--- config.mk ---
export PLATFORM = sky130hd
export DESIGN_NAME = sync_length_checksum_frame_receiver_flat
export DESIGN_NICKNAME = d
export VERILOG_FILES = /design/src/hdl/slcf_pkg.sv /design/src/hdl/slcf_in_if.sv /design/src/hdl/slcf_out_if.sv /design/src/hdl/slcf_ram.sv /design/src/hdl/slcf_parser.sv /design/src/hdl/slcf_emitter.sv /design/src/hdl/sync_length_checksum_frame_receiver.sv /design/src/flat_wrapper.sv
export SDC_FILE = /design/constraint.sdc
export NUM_CORES = 1
export LEC_CHECK = 0
export ABC_AREA = 1
export BUFFER_PORTS_ARGS = -buffer_cell sky130_fd_sc_hd__buf_2
export CAP_MARGIN = 20
export CORE_MARGIN = 3
export CORE_UTILIZATION = 50
export CTS_BUF_LIST = sky130_fd_sc_hd__clkbuf_8 sky130_fd_sc_hd__clkbuf_16
export DETAILED_ROUTE_END_ITERATION = 6
export PLACE_DENSITY = 0.67
export SLEW_MARGIN = 15
export SYNTH_ARGS = -nofsm -noshare
export SYNTH_HDL_FRONTEND = slang
export SYNTH_SLANG_ARGS = --single-unit
--- constraint.sdc ---
create_clock -name clk -period 3.2 [get_ports clk]
set_input_delay 0.16 -clock clk [delete_from_list [all_inputs] [get_ports clk]]
set_output_delay 0.16 -clock clk [all_outputs]
set_load 0.02 [all_outputs]
--- src/hdl/slcf_pkg.sv ---
// shared types and constants of the sync/length/checksum frame receiver
// no dependencies; imported by the interfaces and every module but slcf_ram

package slcf_pkg;

    localparam int BYTE_W        = 8;
    localparam int PAYLOAD_DEPTH = 64;
    localparam int ADDR_W        = $clog2(PAYLOAD_DEPTH);
    localparam int LEN_W         = 6;
    localparam int LIMIT_W       = 7;

    localparam logic [BYTE_W-1:0]  SYNC_FIRST_RST   = 8'hAA;
    localparam logic [BYTE_W-1:0]  SYNC_SECOND_RST  = 8'hAF;
    localparam logic [LIMIT_W-1:0] LENGTH_LIMIT_RST = 7'd50;
    localparam logic [BYTE_W-1:0]  FUNC_MAX_EXCL    = 8'hF1;

    // lengths are 6 bits and must fit the store
    localparam logic [LIMIT_W-1:0] LIMIT_CAP =
        LIMIT_W'((PAYLOAD_DEPTH < 64) ? PAYLOAD_DEPTH : 64);

    // register indexes on the apb port
    localparam logic [1:0] REG_SYNC_FIRST   = 2'd0;
    localparam logic [1:0] REG_SYNC_SECOND  = 2'd1;
    localparam logic [1:0] REG_LENGTH_LIMIT = 2'd2;

    typedef enum logic [2:0] {
        PH_HUNT,
        PH_SYNC2,
        PH_FUNC,
        PH_LEN,
        PH_DATA,
        PH_SUM
    } phase_t;

    typedef enum logic [1:0] {
        EM_IDLE,
        EM_READ,
        EM_LOAD,
        EM_FLAG
    } emit_state_t;

    typedef struct packed {
        logic [BYTE_W-1:0]  sync_first;
        logic [BYTE_W-1:0]  sync_second;
        logic [LIMIT_W-1:0] length_limit;
    } cfg_t;

    typedef struct packed {
        logic              en;
        logic [ADDR_W-1:0] addr;
        logic [BYTE_W-1:0] data;
    } ram_wr_t;

    typedef struct packed {
        logic              valid;
        logic              flagged;
        logic              sum_ok;
        logic [BYTE_W-1:0] func;
        logic [LEN_W-1:0]  len;
    } frame_start_t;

    typedef struct packed {
        logic [BYTE_W-1:0] func_code;
        logic [LEN_W-1:0]  payload_len;
        logic [LEN_W-1:0]  byte_index;
        logic [BYTE_W-1:0] byte_value;
        logic              has_byte;
        logic              sum_ok;
        logic              last;
    } result_t;

endpackage

--- src/hdl/slcf_in_if.sv ---
// received byte channel: valid/ready handshake with one byte of payload
// depends on slcf_pkg

interface slcf_in_if;
    import slcf_pkg::*;

    logic              valid;
    logic              ready;
    logic [BYTE_W-1:0] rx_byte;

    modport source (output valid, output rx_byte, input ready);
    modport sink (input valid, input rx_byte, output ready);
endinterface

--- src/hdl/slcf_out_if.sv ---
// result channel: valid/ready handshake carrying one frame result
// depends on slcf_pkg

interface slcf_out_if;
    import slcf_pkg::*;

    logic              valid;
    logic              ready;
    logic [BYTE_W-1:0] func_code;
    logic [LEN_W-1:0]  payload_len;
    logic [LEN_W-1:0]  byte_index;
    logic [BYTE_W-1:0] byte_value;
    logic              has_byte;
    logic              sum_ok;
    logic              last;

    modport source (
        output valid, output func_code, output payload_len, output byte_index,
        output byte_value, output has_byte, output sum_ok, output last,
        input ready
    );
    modport sink (
        input valid, input func_code, input payload_len, input byte_index,
        input byte_value, input has_byte, input sum_ok, input last,
        output ready
    );
endinterface

--- src/hdl/slcf_ram.sv ---
// generic single-port-write, single-port-read synchronous ram
// registered read data; no dependencies

module slcf_ram #(
    parameter int DEPTH = 64,
    parameter int WIDTH = 8
) (
    input  logic                     clk,
    input  logic                     wr_en,
    input  logic [$clog2(DEPTH)-1:0] wr_addr,
    input  logic [WIDTH-1:0]         wr_data,
    input  logic                     rd_en,
    input  logic [$clog2(DEPTH)-1:0] rd_addr,
    output logic [WIDTH-1:0]         rd_data
);

    logic [WIDTH-1:0] mem [DEPTH];

    always_ff @(posedge clk)
    begin
        if (wr_en)
        begin
            mem[wr_addr] <= wr_data;
        end
    end

    always_ff @(posedge clk)
    begin
        if (rd_en)
        begin
            rd_data <= mem[rd_addr];
        end
    end

endmodule

--- src/hdl/slcf_parser.sv ---
// byte-level frame parser: sync, function, length, payload and checksum phases
// writes payload bytes to the store; depends on slcf_pkg

module slcf_parser (
    input  logic                        clk,
    input  logic                        rst_n,
    input  slcf_pkg::cfg_t              cfg,
    input  logic                        byte_valid,
    input  logic [slcf_pkg::BYTE_W-1:0] rx_byte,
    output slcf_pkg::ram_wr_t           ram_wr,
    output slcf_pkg::frame_start_t      start
);
    import slcf_pkg::*;

    phase_t              phase_reg, phase_next;
    logic [BYTE_W-1:0]   func_reg, func_next;
    logic [LEN_W-1:0]    len_reg, len_next;
    logic [LEN_W-1:0]    seen_reg, seen_next;
    logic [BYTE_W-1:0]   sum_reg, sum_next;

    logic [LIMIT_W-1:0]  lim_eff;
    logic                len_fits;
    logic                func_fits;
    logic [LEN_W-1:0]    seen_plus;
    logic [BYTE_W-1:0]   sum_plus;
    logic                sum_match;

    assign lim_eff   = (cfg.length_limit > LIMIT_CAP) ? LIMIT_CAP : cfg.length_limit;
    assign len_fits  = rx_byte < {1'b0, lim_eff};
    assign func_fits = (rx_byte != '0) && (rx_byte < FUNC_MAX_EXCL);
    assign seen_plus = seen_reg + LEN_W'(1);
    assign sum_plus  = sum_reg + rx_byte;
    assign sum_match = rx_byte == sum_reg;

    always_comb
    begin
        phase_next = phase_reg;
        if (byte_valid)
        begin
            unique case (phase_reg)
                PH_HUNT:  phase_next = (rx_byte == cfg.sync_first) ? PH_SYNC2 : PH_HUNT;
                PH_SYNC2: phase_next = (rx_byte == cfg.sync_second) ? PH_FUNC : PH_HUNT;
                PH_FUNC:  phase_next = func_fits ? PH_LEN : PH_HUNT;
                PH_LEN:
                begin
                    if (!len_fits)
                    begin
                        phase_next = PH_HUNT;
                    end
                    else if (rx_byte == '0)
                    begin
                        phase_next = PH_SUM;
                    end
                    else
                    begin
                        phase_next = PH_DATA;
                    end
                end
                PH_DATA:  phase_next = (seen_plus >= len_reg) ? PH_SUM : PH_DATA;
                PH_SUM:   phase_next = PH_HUNT;
                default:  phase_next = PH_HUNT;
            endcase
        end
    end

    always_comb
    begin
        func_next     = func_reg;
        len_next      = len_reg;
        seen_next     = seen_reg;
        sum_next      = sum_reg;
        ram_wr.en     = 1'b0;
        ram_wr.addr   = seen_reg[ADDR_W-1:0];
        ram_wr.data   = rx_byte;
        start.valid   = 1'b0;
        start.flagged = !sum_match || (len_reg == '0);
        start.sum_ok  = sum_match;
        start.func    = func_reg;
        start.len     = len_reg;
        if (byte_valid)
        begin
            unique case (phase_reg)
                PH_HUNT:
                begin
                    sum_next = rx_byte;
                end
                PH_SYNC2:
                begin
                    sum_next = sum_plus;
                end
                PH_FUNC:
                begin
                    if (func_fits)
                    begin
                        func_next = rx_byte;
                    end
                    sum_next = sum_plus;
                end
                PH_LEN:
                begin
                    if (len_fits)
                    begin
                        len_next  = rx_byte[LEN_W-1:0];
                        seen_next = '0;
                    end
                    sum_next = sum_plus;
                end
                PH_DATA:
                begin
                    ram_wr.en = 1'b1;
                    sum_next  = sum_plus;
                    seen_next = seen_plus;
                end
                PH_SUM:
                begin
                    start.valid = 1'b1;
                end
                default:
                begin
                    sum_next = sum_reg;
                end
            endcase
        end
    end

    always_ff @(posedge clk or negedge rst_n)
    begin
        if (!rst_n)
        begin
            phase_reg <= PH_HUNT;
            func_reg  <= '0;
            len_reg   <= '0;
            seen_reg  <= '0;
            sum_reg   <= '0;
        end
        else
        begin
            phase_reg <= phase_next;
            func_reg  <= func_next;
            len_reg   <= len_next;
            seen_reg  <= seen_next;
            sum_reg   <= sum_next;
        end
    end

endmodule

--- src/hdl/slcf_emitter.sv ---
// result sequencer: reads stored payload back and fills the output register
// one byte per read; depends on slcf_pkg

module slcf_emitter (
    input  logic                        clk,
    input  logic                        rst_n,
    input  slcf_pkg::frame_start_t      start,
    output logic                        busy,
    output logic                        rd_en,
    output logic [slcf_pkg::ADDR_W-1:0] rd_addr,
    input  logic [slcf_pkg::BYTE_W-1:0] rd_data,
    input  logic                        out_ready,
    output logic                        out_valid,
    output slcf_pkg::result_t           out_res
);
    import slcf_pkg::*;

    emit_state_t        state_reg, state_next;
    logic [BYTE_W-1:0]  func_reg, func_next;
    logic [LEN_W-1:0]   len_reg, len_next;
    logic               ok_reg, ok_next;
    logic [LEN_W-1:0]   idx_reg, idx_next;
    logic               out_valid_reg, out_valid_next;
    result_t            out_res_reg, out_res_next;

    logic               out_free;
    logic               idx_last;

    assign out_free = !out_valid_reg || out_ready;
    assign idx_last = idx_reg == (len_reg - LEN_W'(1));

    always_comb
    begin
        state_next = state_reg;
        unique case (state_reg)
            EM_IDLE:
            begin
                if (start.valid)
                begin
                    state_next = start.flagged ? EM_FLAG : EM_READ;
                end
            end
            EM_READ: state_next = out_free ? EM_LOAD : EM_READ;
            EM_LOAD: state_next = idx_last ? EM_IDLE : EM_READ;
            EM_FLAG: state_next = out_free ? EM_IDLE : EM_FLAG;
            default: state_next = EM_IDLE;
        endcase
    end

    always_comb
    begin
        busy    = state_reg != EM_IDLE;
        rd_en   = (state_reg == EM_READ) && out_free;
        rd_addr = idx_reg[ADDR_W-1:0];
    end

    always_comb
    begin
        func_next      = func_reg;
        len_next       = len_reg;
        ok_next        = ok_reg;
        idx_next       = idx_reg;
        out_res_next   = out_res_reg;
        out_valid_next = out_valid_reg && !out_ready;
        if ((state_reg == EM_IDLE) && start.valid)
        begin
            func_next = start.func;
            len_next  = start.len;
            ok_next   = start.sum_ok;
            idx_next  = '0;
        end
        if (state_reg == EM_LOAD)
        begin
            out_valid_next           = 1'b1;
            out_res_next.func_code   = func_reg;
            out_res_next.payload_len = len_reg;
            out_res_next.byte_index  = idx_reg;
            out_res_next.byte_value  = rd_data;
            out_res_next.has_byte    = 1'b1;
            out_res_next.sum_ok      = 1'b1;
            out_res_next.last        = idx_last;
            idx_next                 = idx_reg + LEN_W'(1);
        end
        if ((state_reg == EM_FLAG) && out_free)
        begin
            out_valid_next           = 1'b1;
            out_res_next.func_code   = func_reg;
            out_res_next.payload_len = len_reg;
            out_res_next.byte_index  = '0;
            out_res_next.byte_value  = '0;
            out_res_next.has_byte    = 1'b0;
            out_res_next.sum_ok      = ok_reg;
            out_res_next.last        = 1'b1;
        end
    end

    always_ff @(posedge clk or negedge rst_n)
    begin
        if (!rst_n)
        begin
            state_reg     <= EM_IDLE;
            out_valid_reg <= 1'b0;
        end
        else
        begin
            state_reg     <= state_next;
            out_valid_reg <= out_valid_next;
        end
    end

    always_ff @(posedge clk)
    begin
        func_reg    <= func_next;
        len_reg     <= len_next;
        ok_reg      <= ok_next;
        idx_reg     <= idx_next;
        out_res_reg <= out_res_next;
    end

    assign out_valid = out_valid_reg;
    assign out_res   = out_res_reg;

endmodule

--- src/hdl/sync_length_checksum_frame_receiver.sv ---
// top level of the sync/length/checksum frame receiver: apb registers,
// parser, payload store and result sequencer
// depends on slcf_pkg, slcf_in_if, slcf_out_if, slcf_ram, slcf_parser, slcf_emitter

// usage
// - in_ch carries received uart bytes; a byte transfers when valid and ready are high.
//   a byte is taken whenever the result sequencer is idle
// - frames: sync_first, sync_second, function code 1..240, length below length_limit
//   (capped at 64), payload, then an 8-bit sum of all earlier frame bytes
// - out_ch carries results; a good frame with payload gives one transfer per
//   payload byte, last set on the final one; a zero length or bad checksum frame
//   gives one transfer with has_byte low and last high
// - after the checksum byte, the sequencer reads each payload byte from the store
//   with a registered read and then loads it into the output register before the
//   next read; a flagged frame loads its one result without any read
// - in_ch.ready is low only while the result sequencer is busy: reading a frame
//   out of the store or waiting to load a flagged result; a last result still
//   waiting on out_ch does not block new bytes
// - when the receiver stalls, the output register holds its result and the
//   read-out pauses; no result is dropped
// - reset puts the parser back to hunting, restores the sync bytes and length
//   limit, and empties the output register; the store needs no clearing
// - configuration goes through apb; the user must write it only while idle, unchecked

module sync_length_checksum_frame_receiver (
    input  logic                        clk,
    input  logic                        rst_n,
    slcf_in_if.sink                     in_ch,
    slcf_out_if.source                  out_ch,
    input  logic                        psel,
    input  logic                        penable,
    input  logic                        pwrite,
    input  logic [3:0]                  paddr,
    input  logic [31:0]                 pwdata,
    output logic [31:0]                 prdata,
    output logic                        pready
);
    import slcf_pkg::*;

    // configuration registers
    logic [BYTE_W-1:0]  sync_first_reg;
    logic [BYTE_W-1:0]  sync_second_reg;
    logic [LIMIT_W-1:0] length_limit_reg;
    logic               apb_write;
    cfg_t               cfg;

    // internal links
    ram_wr_t            ram_wr;
    frame_start_t       start;
    logic               emit_busy;
    logic               in_xfer;
    logic               rd_en;
    logic [ADDR_W-1:0]  rd_addr;
    logic [BYTE_W-1:0]  rd_data;
    logic               out_valid;
    result_t            out_res;

    assign pready    = 1'b1;
    assign apb_write = psel && penable && pwrite;

    always_ff @(posedge clk or negedge rst_n)
    begin
        if (!rst_n)
        begin
            sync_first_reg   <= SYNC_FIRST_RST;
            sync_second_reg  <= SYNC_SECOND_RST;
            length_limit_reg <= LENGTH_LIMIT_RST;
        end
        else if (apb_write)
        begin
            unique case (paddr[3:2])
                REG_SYNC_FIRST:   sync_first_reg   <= pwdata[BYTE_W-1:0];
                REG_SYNC_SECOND:  sync_second_reg  <= pwdata[BYTE_W-1:0];
                REG_LENGTH_LIMIT: length_limit_reg <= pwdata[LIMIT_W-1:0];
                default:          sync_first_reg   <= sync_first_reg;
            endcase
        end
    end

    // read-back mux
    always_comb
    begin
        unique case (paddr[3:2])
            REG_SYNC_FIRST:   prdata = 32'(sync_first_reg);
            REG_SYNC_SECOND:  prdata = 32'(sync_second_reg);
            REG_LENGTH_LIMIT: prdata = 32'(length_limit_reg);
            default:          prdata = '0;
        endcase
    end

    assign cfg.sync_first   = sync_first_reg;
    assign cfg.sync_second  = sync_second_reg;
    assign cfg.length_limit = length_limit_reg;

    // input is held off while the store is being read out, so a payload
    // write never meets a read of the same store
    assign in_ch.ready = !emit_busy;
    assign in_xfer     = in_ch.valid && !emit_busy;

    slcf_parser u_parser (
        .clk        (clk),
        .rst_n      (rst_n),
        .cfg        (cfg),
        .byte_valid (in_xfer),
        .rx_byte    (in_ch.rx_byte),
        .ram_wr     (ram_wr),
        .start      (start)
    );

    // payload store
    slcf_ram #(
        .DEPTH (PAYLOAD_DEPTH),
        .WIDTH (BYTE_W)
    ) u_store (
        .clk     (clk),
        .wr_en   (ram_wr.en),
        .wr_addr (ram_wr.addr),
        .wr_data (ram_wr.data),
        .rd_en   (rd_en),
        .rd_addr (rd_addr),
        .rd_data (rd_data)
    );

    slcf_emitter u_emitter (
        .clk       (clk),
        .rst_n     (rst_n),
        .start     (start),
        .busy      (emit_busy),
        .rd_en     (rd_en),
        .rd_addr   (rd_addr),
        .rd_data   (rd_data),
        .out_ready (out_ch.ready),
        .out_valid (out_valid),
        .out_res   (out_res)
    );

    assign out_ch.valid       = out_valid;
    assign out_ch.func_code   = out_res.func_code;
    assign out_ch.payload_len = out_res.payload_len;
    assign out_ch.byte_index  = out_res.byte_index;
    assign out_ch.byte_value  = out_res.byte_value;
    assign out_ch.has_byte    = out_res.has_byte;
    assign out_ch.sum_ok      = out_res.sum_ok;
    assign out_ch.last        = out_res.last;

`ifndef NO_ASSERTIONS
    // store write and read-out never overlap
    assert property (@(posedge clk) disable iff (!rst_n) ram_wr.en |-> !emit_busy)
        else $error("payload store written during read-out");

    // a checksum byte always starts the read-out sequencer
    assert property (@(posedge clk) disable iff (!rst_n) start.valid |=> emit_busy)
        else $error("checksum byte did not start read-out");

    // a result without a payload byte is always the only, final one
    assert property (@(posedge clk) disable iff (!rst_n)
        (out_valid && !out_res.has_byte) |-> out_res.last)
        else $error("flagged result not marked last");

    // payload bytes are only shown for frames with a good checksum
    assert property (@(posedge clk) disable iff (!rst_n)
        (out_valid && out_res.has_byte) |-> out_res.sum_ok)
        else $error("payload byte from a bad frame");
`endif

endmodule
--- src/flat_wrapper.sv ---
// flat-port wrapper written by rule: the top's interface ports become plain ports
module sync_length_checksum_frame_receiver_flat import slcf_pkg::*;
  (clk, rst_n, psel, penable, pwrite, paddr, pwdata, prdata, pready, in_ch_valid, in_ch_rx_byte, in_ch_ready, out_ch_valid, out_ch_func_code, out_ch_payload_len, out_ch_byte_index, out_ch_byte_value, out_ch_has_byte, out_ch_sum_ok, out_ch_last, out_ch_ready);
  slcf_in_if in_ch_i ();
  slcf_out_if out_ch_i ();
  input  logic clk;
  input  logic rst_n;
  input  logic psel;
  input  logic penable;
  input  logic pwrite;
  input  logic [3:0] paddr;
  input  logic [31:0] pwdata;
  output logic [31:0] prdata;
  output logic pready;
  input wire logic [$bits(in_ch_i.valid)-1:0] in_ch_valid;
  input wire logic [$bits(in_ch_i.rx_byte)-1:0] in_ch_rx_byte;
  output wire logic [$bits(in_ch_i.ready)-1:0] in_ch_ready;
  output wire logic [$bits(out_ch_i.valid)-1:0] out_ch_valid;
  output wire logic [$bits(out_ch_i.func_code)-1:0] out_ch_func_code;
  output wire logic [$bits(out_ch_i.payload_len)-1:0] out_ch_payload_len;
  output wire logic [$bits(out_ch_i.byte_index)-1:0] out_ch_byte_index;
  output wire logic [$bits(out_ch_i.byte_value)-1:0] out_ch_byte_value;
  output wire logic [$bits(out_ch_i.has_byte)-1:0] out_ch_has_byte;
  output wire logic [$bits(out_ch_i.sum_ok)-1:0] out_ch_sum_ok;
  output wire logic [$bits(out_ch_i.last)-1:0] out_ch_last;
  input wire logic [$bits(out_ch_i.ready)-1:0] out_ch_ready;
  assign in_ch_i.valid = in_ch_valid;
  assign in_ch_i.rx_byte = in_ch_rx_byte;
  assign in_ch_ready = in_ch_i.ready;
  assign out_ch_valid = out_ch_i.valid;
  assign out_ch_func_code = out_ch_i.func_code;
  assign out_ch_payload_len = out_ch_i.payload_len;
  assign out_ch_byte_index = out_ch_i.byte_index;
  assign out_ch_byte_value = out_ch_i.byte_value;
  assign out_ch_has_byte = out_ch_i.has_byte;
  assign out_ch_sum_ok = out_ch_i.sum_ok;
  assign out_ch_last = out_ch_i.last;
  assign out_ch_i.ready = out_ch_ready;
  sync_length_checksum_frame_receiver u_core (.clk(clk), .rst_n(rst_n), .in_ch(in_ch_i), .out_ch(out_ch_i), .psel(psel), .penable(penable), .pwrite(pwrite), .paddr(paddr), .pwdata(pwdata), .prdata(prdata), .pready(pready));
endmodule
======== Word level (Yosys, flattened, before mapping) ========
Memories as Yosys holds them, arrays and structs flattened. A register that Yosys moved wholly into a read port is not among the register bits.
Index checks and enable logic that the tools add are counted.
cells by class
  mux-type cells .......................... 30
  $add $sub $neg .......................... 4
  $lt $le $gt $ge ......................... 4
  equal/unequal tests ..................... 16
  div/mod/pow operators ................... 0
  reduce and logical (&&, ||, !) cells .... 33
  $mul .................................... 0
  bitwise gates (word level) .............. 0
  shifts and indexed selects .............. 0
operator list
  operator                                              number
  two-way mux 31 bit                                    2
  equality test 8 bit                                   3
  one-hot mux 8 bit (3 select lines)                    1
  two-way mux 6 bit                                     3
  one-hot mux 8 bit (2 select lines)                    1
  one-hot mux 3 bit (5 select lines)                    1
  adder 6 x 1 -> 6 bit, second input constant           2
  two-way mux 1 bit                                     12
  two-way mux 2 bit                                     6
  one-hot mux 6 bit (2 select lines)                    1
  nonzero test 2 bit                                    5
  AND reduction 3 bit                                   3
  adder 8 bit                                           1
  logical AND 1 bit                                     8
  zero test 8 bit                                       1
  < comparator 8 x 7 -> 1 bit                           1
  < comparator 8 bit, second input constant             1
  one-hot mux 2 bit (4 select lines)                    1
  AND reduction 2 bit                                   4
  nonzero test 8 bit                                    1
  greater-than comparator 7 bit, second input constant  1
  two-way mux 7 bit                                     1
  equality test 2 bit, second input constant            3
  equality test 3 x 2 -> 1 bit, second input constant   2
  other kinds (14)                                      22
word-level totals
  ROM bits ................................ 0
  bits in registers ....................... 109
  bits in latches ......................... 0
  memories kept ........................... 1
  RAM bits ................................ 512
  output and inout bits ................... 66
  input port bits ......................... 51
  word-level logic and storage cells ...... 109
memories
  name                depth  width  rd ports  clocked after Yosys merged registers in  wr ports  line            text
  u_core.u_store.mem  64     8      1         1                                        1         slcf_ram.sv:17  logic [WIDTH-1:0] mem [DEPTH];

======== Depth between registers and ports, before layout ========
  depth in word-level cells ............... 7
  mapped depth ............................ 17
  gate-level depth less buffers ........... 17

======== Cells and area by module ========
From an unflattened synthesis, not the netlist that was laid out.
second synthesis, totals
  cells, all modules ...................... 2528
  area total of the unflattened synthesis .. 27480.1 µm²
by module, submodules not included
  module                               seq. area each (µm²)  cells an instance  times used  area an instance (µm²)
  slcf_ram                             15615.0               1805               1           21419.3
  slcf_parser                          775.7                 325                1           2514.9
  slcf_emitter                         1476.4                227                1           2254.7
  sync_length_checksum_frame_receiver  591.8                 171                1           1291.2

======== Worst setup path before layout ========
OpenSTA, ideal clock, no wires.
  kind .................................... register -> register
  start ................................... reg u_core.u_emitter.state_reg[1]
  end ..................................... reg u_core.u_emitter.idx_reg[0], in the netlist u_core.u_emitter.rd_addr[0], enable pin
  period minus slack after synthesis ...... 2688 ps
  stages on the path, launching flop included .. 6
  data arrival time ....................... 2370 ps
  required time ........................... 2882 ps
  slack ................................... 512 ps
  path buffers ............................ 0
  setup time .............................. 318 ps
  cell sequence ........................... dfrtp_1 > nor2_2 > nand2_2 > nor3_1 > inv_1 > nand2_1
between the ends
  word-level cells in the longest chain between the ends .. 6
  elaborated cells between the ends (all ways) .. 8
  those cells by class .................... 1 x eq/ne; 1 x mux; 6 x reduce/logical
RTL lines
  element                              line                                       text
  start: declaration                   slcf_emitter.sv:18                         emit_state_t state_reg, state_next;
  start signal: assignment             slcf_emitter.sv:106                        state_reg <= state_next;
  nonzero test 2 bit                   slcf_emitter.sv:52                         busy = state_reg != EM_IDLE;
  zero test 1 bit                      --
  named net in_ch_ready                flat_wrapper.sv:17                         output wire logic [$bits(in_ch_i.ready)-1:0] in_ch_ready;
  logical AND 1 bit                    sync_length_checksum_frame_receiver.sv:98  assign in_xfer = in_ch.valid && !emit_busy;
  two-way mux 1 bit                    slcf_parser.sv:80                          if (byte_valid)
  logical AND 1 bit                    slcf_emitter.sv:65                         if ((state_reg == EM_IDLE) && start.valid)
  nonzero test 2 bit (no source line)  --
  end signal: assignment               slcf_emitter.sv:116                        idx_reg <= idx_next;
  end: declaration                     slcf_emitter.sv:22                         logic [LEN_W-1:0] idx_reg, idx_next;
The timed path passes the listed nets, and every way through them passes these cells.
A chain may end at the register's enable or synchronous reset.

======== Final worst setup path ========
  start ................................... reg u_core.u_parser.phase_reg[1]
  end ..................................... mem u_core.u_store.mem[38][1], enable pin
between the ends
  word-level cells in the longest chain between the ends .. 5
RTL lines
  element                                  line                text
  start: declaration                       slcf_parser.sv:15   phase_t phase_reg, phase_next;
  start signal: assignment                 slcf_parser.sv:138  phase_reg <= phase_next;
  equality test 3 bit                      slcf_parser.sv:82   unique case (phase_reg)
  two-way mux 1 bit                        slcf_parser.sv:82
  two-way mux 1 bit                        slcf_parser.sv:80
  two-way mux 1 bit                        slcf_ram.sv:21      if (wr_en)
  two-way mux 1 bit (not written as such)  slcf_ram.sv:23      mem[wr_addr] <= wr_data;
  end: declaration                         slcf_ram.sv:17
No other way between the ends.

==> impl_metrics.yaml <==
die:
  num_rows: 84
  dieArea_mm2: 0.0566
  core_mm2: 0.0529
  ios: 117
  start_util_pct: 50.9
  die_w_um: 238
  die_h_um: 238
timing:
  setup_tns_ns: 0
  timing.final.crit_share_pct: 80.5
  fmax_ghz: 0.388
  maxSlewHeadroom_pct: 36.2
  worstMarginPinSlew_ns: 0.953
  setup_viol: 0
  finalHoldViolCount: 0
  rsz0062_at_grt: "false"
  maxSlewViolCount: 0
  period_needed_ns: 2.58
  fin_skew_ns: 0.0230
  timing.hold.ws_ns: 0.0510
clock_tree:
  h-tree-depth: 2
  cts_tree: "done"
  root_buffer: "clkbuf_16"
  cts.hold.buffers_added: 15
  cts_buffers: 60
  cts_setup_buffers: 0
  clk_pin_slew_ns: 0.07
  cts_resized: 0
  numClockSinks: 629
  clock_latency_ns: 0.63
  clk_path_buf_depth: 3
routing:
  drt-pass1-iter-count: 6
  drc_errors: 0
  drtAntennaViolNets: 0
  avgRoutedWirePerCell_um: 19.8
  drt_wl_total_mm: 65.2
  num_vias: 18100
  drt-initial-drc-count: 1589
  vias_per_cell: 5.50
layout:
  final_nets: 2624
  drive_above_1_share_pct: 11.5
  seqCellArea_mm2: 0.0185
  insertedDiodeCount: 0
  largest_reg_flops: 512
  area_delta_synth_final_pct: 12.1
  multi_input_area_mm2: 0.00721
  fillerInstances: 4376
logic_synthesis:
  synthCells: 2432
  synth_common_cells: "edfxtp_1 (556), nor2_1 (465), nand2_1 (402)"
  ys.flop_type: "edfxtp_1"
  seq_area_frac_synth_pct: 68.6
  synthTopCellsByArea: "edfxtp_1 (62%), nor2_1 (6.5%), nand2_1 (5.6%)"
  synth_cell_types: 48
  avgSynthCellArea_um2: 11.1
  ys_warn_count: 0
  yosys.area.top_type: "edfxtp_1"
  synth_top_cell_area_share_pct: 62.0
  synth-async-reset-ratio_pct: 9.06
  netlist_area_mm2: 0.0269
  yosysMostFrequentCell: "edfxtp_1"
  yosys_register_bits: 629
  synth-edff-count: 556
global_route:
  grt_pass1_wl_mm: 101
  antenna_found_initial: 1
  grt_pass1_vias: 17800
  grt_max_degree: 180
  track_usage_pct: 23.1
  grt.overflow.total: 0
power:
  peakVddDrop_uv: 561
  p_leak_nw: 11.3
  power_w: 0.0228
  cellPowerDensity_mw_per_mm2: 755
worst_setup_path:
  criticalPathCategory: "reg -> reg"
  reg2reg_slack_ns: 0.62
  cp_max_fo: 8
  worstPathArrival_ns: 2.83
  cp-end-kind: "flip-flop"
  crit_required_ns: 3.45
  reg2reg_depth: 9
  worstSetupStartpointType: "flip-flop"
placement:
  port_buffers: 65
  gp_congestion: 0.902
  hpwl_mm: 40.2
worst_hold_path:
  hold_path_depth: 3
  hold_path_class: "in -> reg"
status:
  outcome: "finished clean"
job:
  drv_cap: 0
[cell usage in the layout, fill, tap and decap left out, drive strengths merged, types with 3 or more instances in the layout]
cell type / instances
xnor2: 7
o211ai: 64
buf: 163
o21ai: 290
dlygate4sd3: 15
nor3: 11
a21oi: 54
dfrtp: 44
a31oi: 3
nor2: 471
xor2: 15
clkbuf: 60
conb: 25
or2: 11
bufinv: 4
inv: 145
dfxtp: 16
dfstp: 13
clkinv: 32
edfxtp: 556
nand4: 6
ha: 22
nand3: 150
nand2: 405
[power breakdown]
group | total [W] | internal (W) | switching, W
Sequential | 0.00994 | 0.00955 | 0.000390
Combinational | 0.00615 | 0.00185 | 0.00431
Clock | 0.00671 | 0.00371 | 0.00300
Total | 0.0228 | 0.0151 | 0.00769
[layer usage]
layer	routed length (um)	up-vias	GRT usage, %	part of all wire [%]
met2	31700	636	38.4	49
met3	4950	132	4.76	7.6
met5	0	-	0	0
met1	26400	8737	30.6	40
li1	-	8582	-	-
met4	2210	0	8.12	3.4
[logic make-up (layout without fill, tap and decap cells)]
logic type	count (synthesis)	after routing	share of synthesized area, %
other cells	2	25	0.0279
flops	629	629	68.6
buf+inv	278	421	4.97
xor+xnor	22	22	0.716
simple gates	1060	1060	16.1
fa+ha+maj	23	23	1.10
compound gates	418	418	8.55
[worst paths after layout]
| path | start | end |
|---|---|---|
| max | u_core.u_parser.phase_reg[1]$_DFFE_PN0P_ | u_core.u_store.mem[38][1]$_DFFE_PP_ |
| min | in_ch_rx_byte[6] | u_core.u_parser.func_reg[6]$_DFFE_PN0P_ |
| max reg2reg | u_core.u_parser.phase_reg[1]$_DFFE_PN0P_ | u_core.u_store.mem[38][1]$_DFFE_PP_ |
| min reg2reg | u_core.u_parser.func_reg[3]$_DFFE_PN0P_ | u_core.u_emitter.func_reg[3]$_DFFE_PP_ |
| max in group asynchronous | rst_n | u_core.u_parser.len_reg[5]$_DFFE_PN0P_ |
| min in group asynchronous | rst_n | u_core.sync_first_reg[4]$_DFFE_PN0P_ |
[area by class of cell]
class | instances | share of cell area [%]
Timing Repair Buffer | 178 | 4.35
Sequential cell | 629 | 61.2
Multi-Input combinational cell | 1548 | 23.9
Clock buffer | 60 | 4.98
Inverter | 133 | 1.67
Clock inverter | 50 | 1.11
Tap cell | 688 | 2.85
[per-stage QoR]
stage	std cells	worst slack (ns)	utilization [%]	cell area (um2)
floorplan	2455	0.512	-	27000
global placement	3161	0.702	53.3	28200
detailed placement	3161	0.641	53.3	28200
CTS	3286	0.638	57.1	30200
global route	3286	0.414	57.1	30200
finish	3286	0.623	57.1	30200
[critical path, cell delays in order, from the launching register on]
cell     delay [ns]
dfrtp_1        0.38
inv_1          0.13
nand2_1        0.15
nor2_2         0.14
inv_2          0.06
nor2_4         0.15
inv_2          0.10
nor2_4         0.16
nand2_2        0.28
nor2_1         0.66
Note: power is estimated with default switching activity, not from simulation.
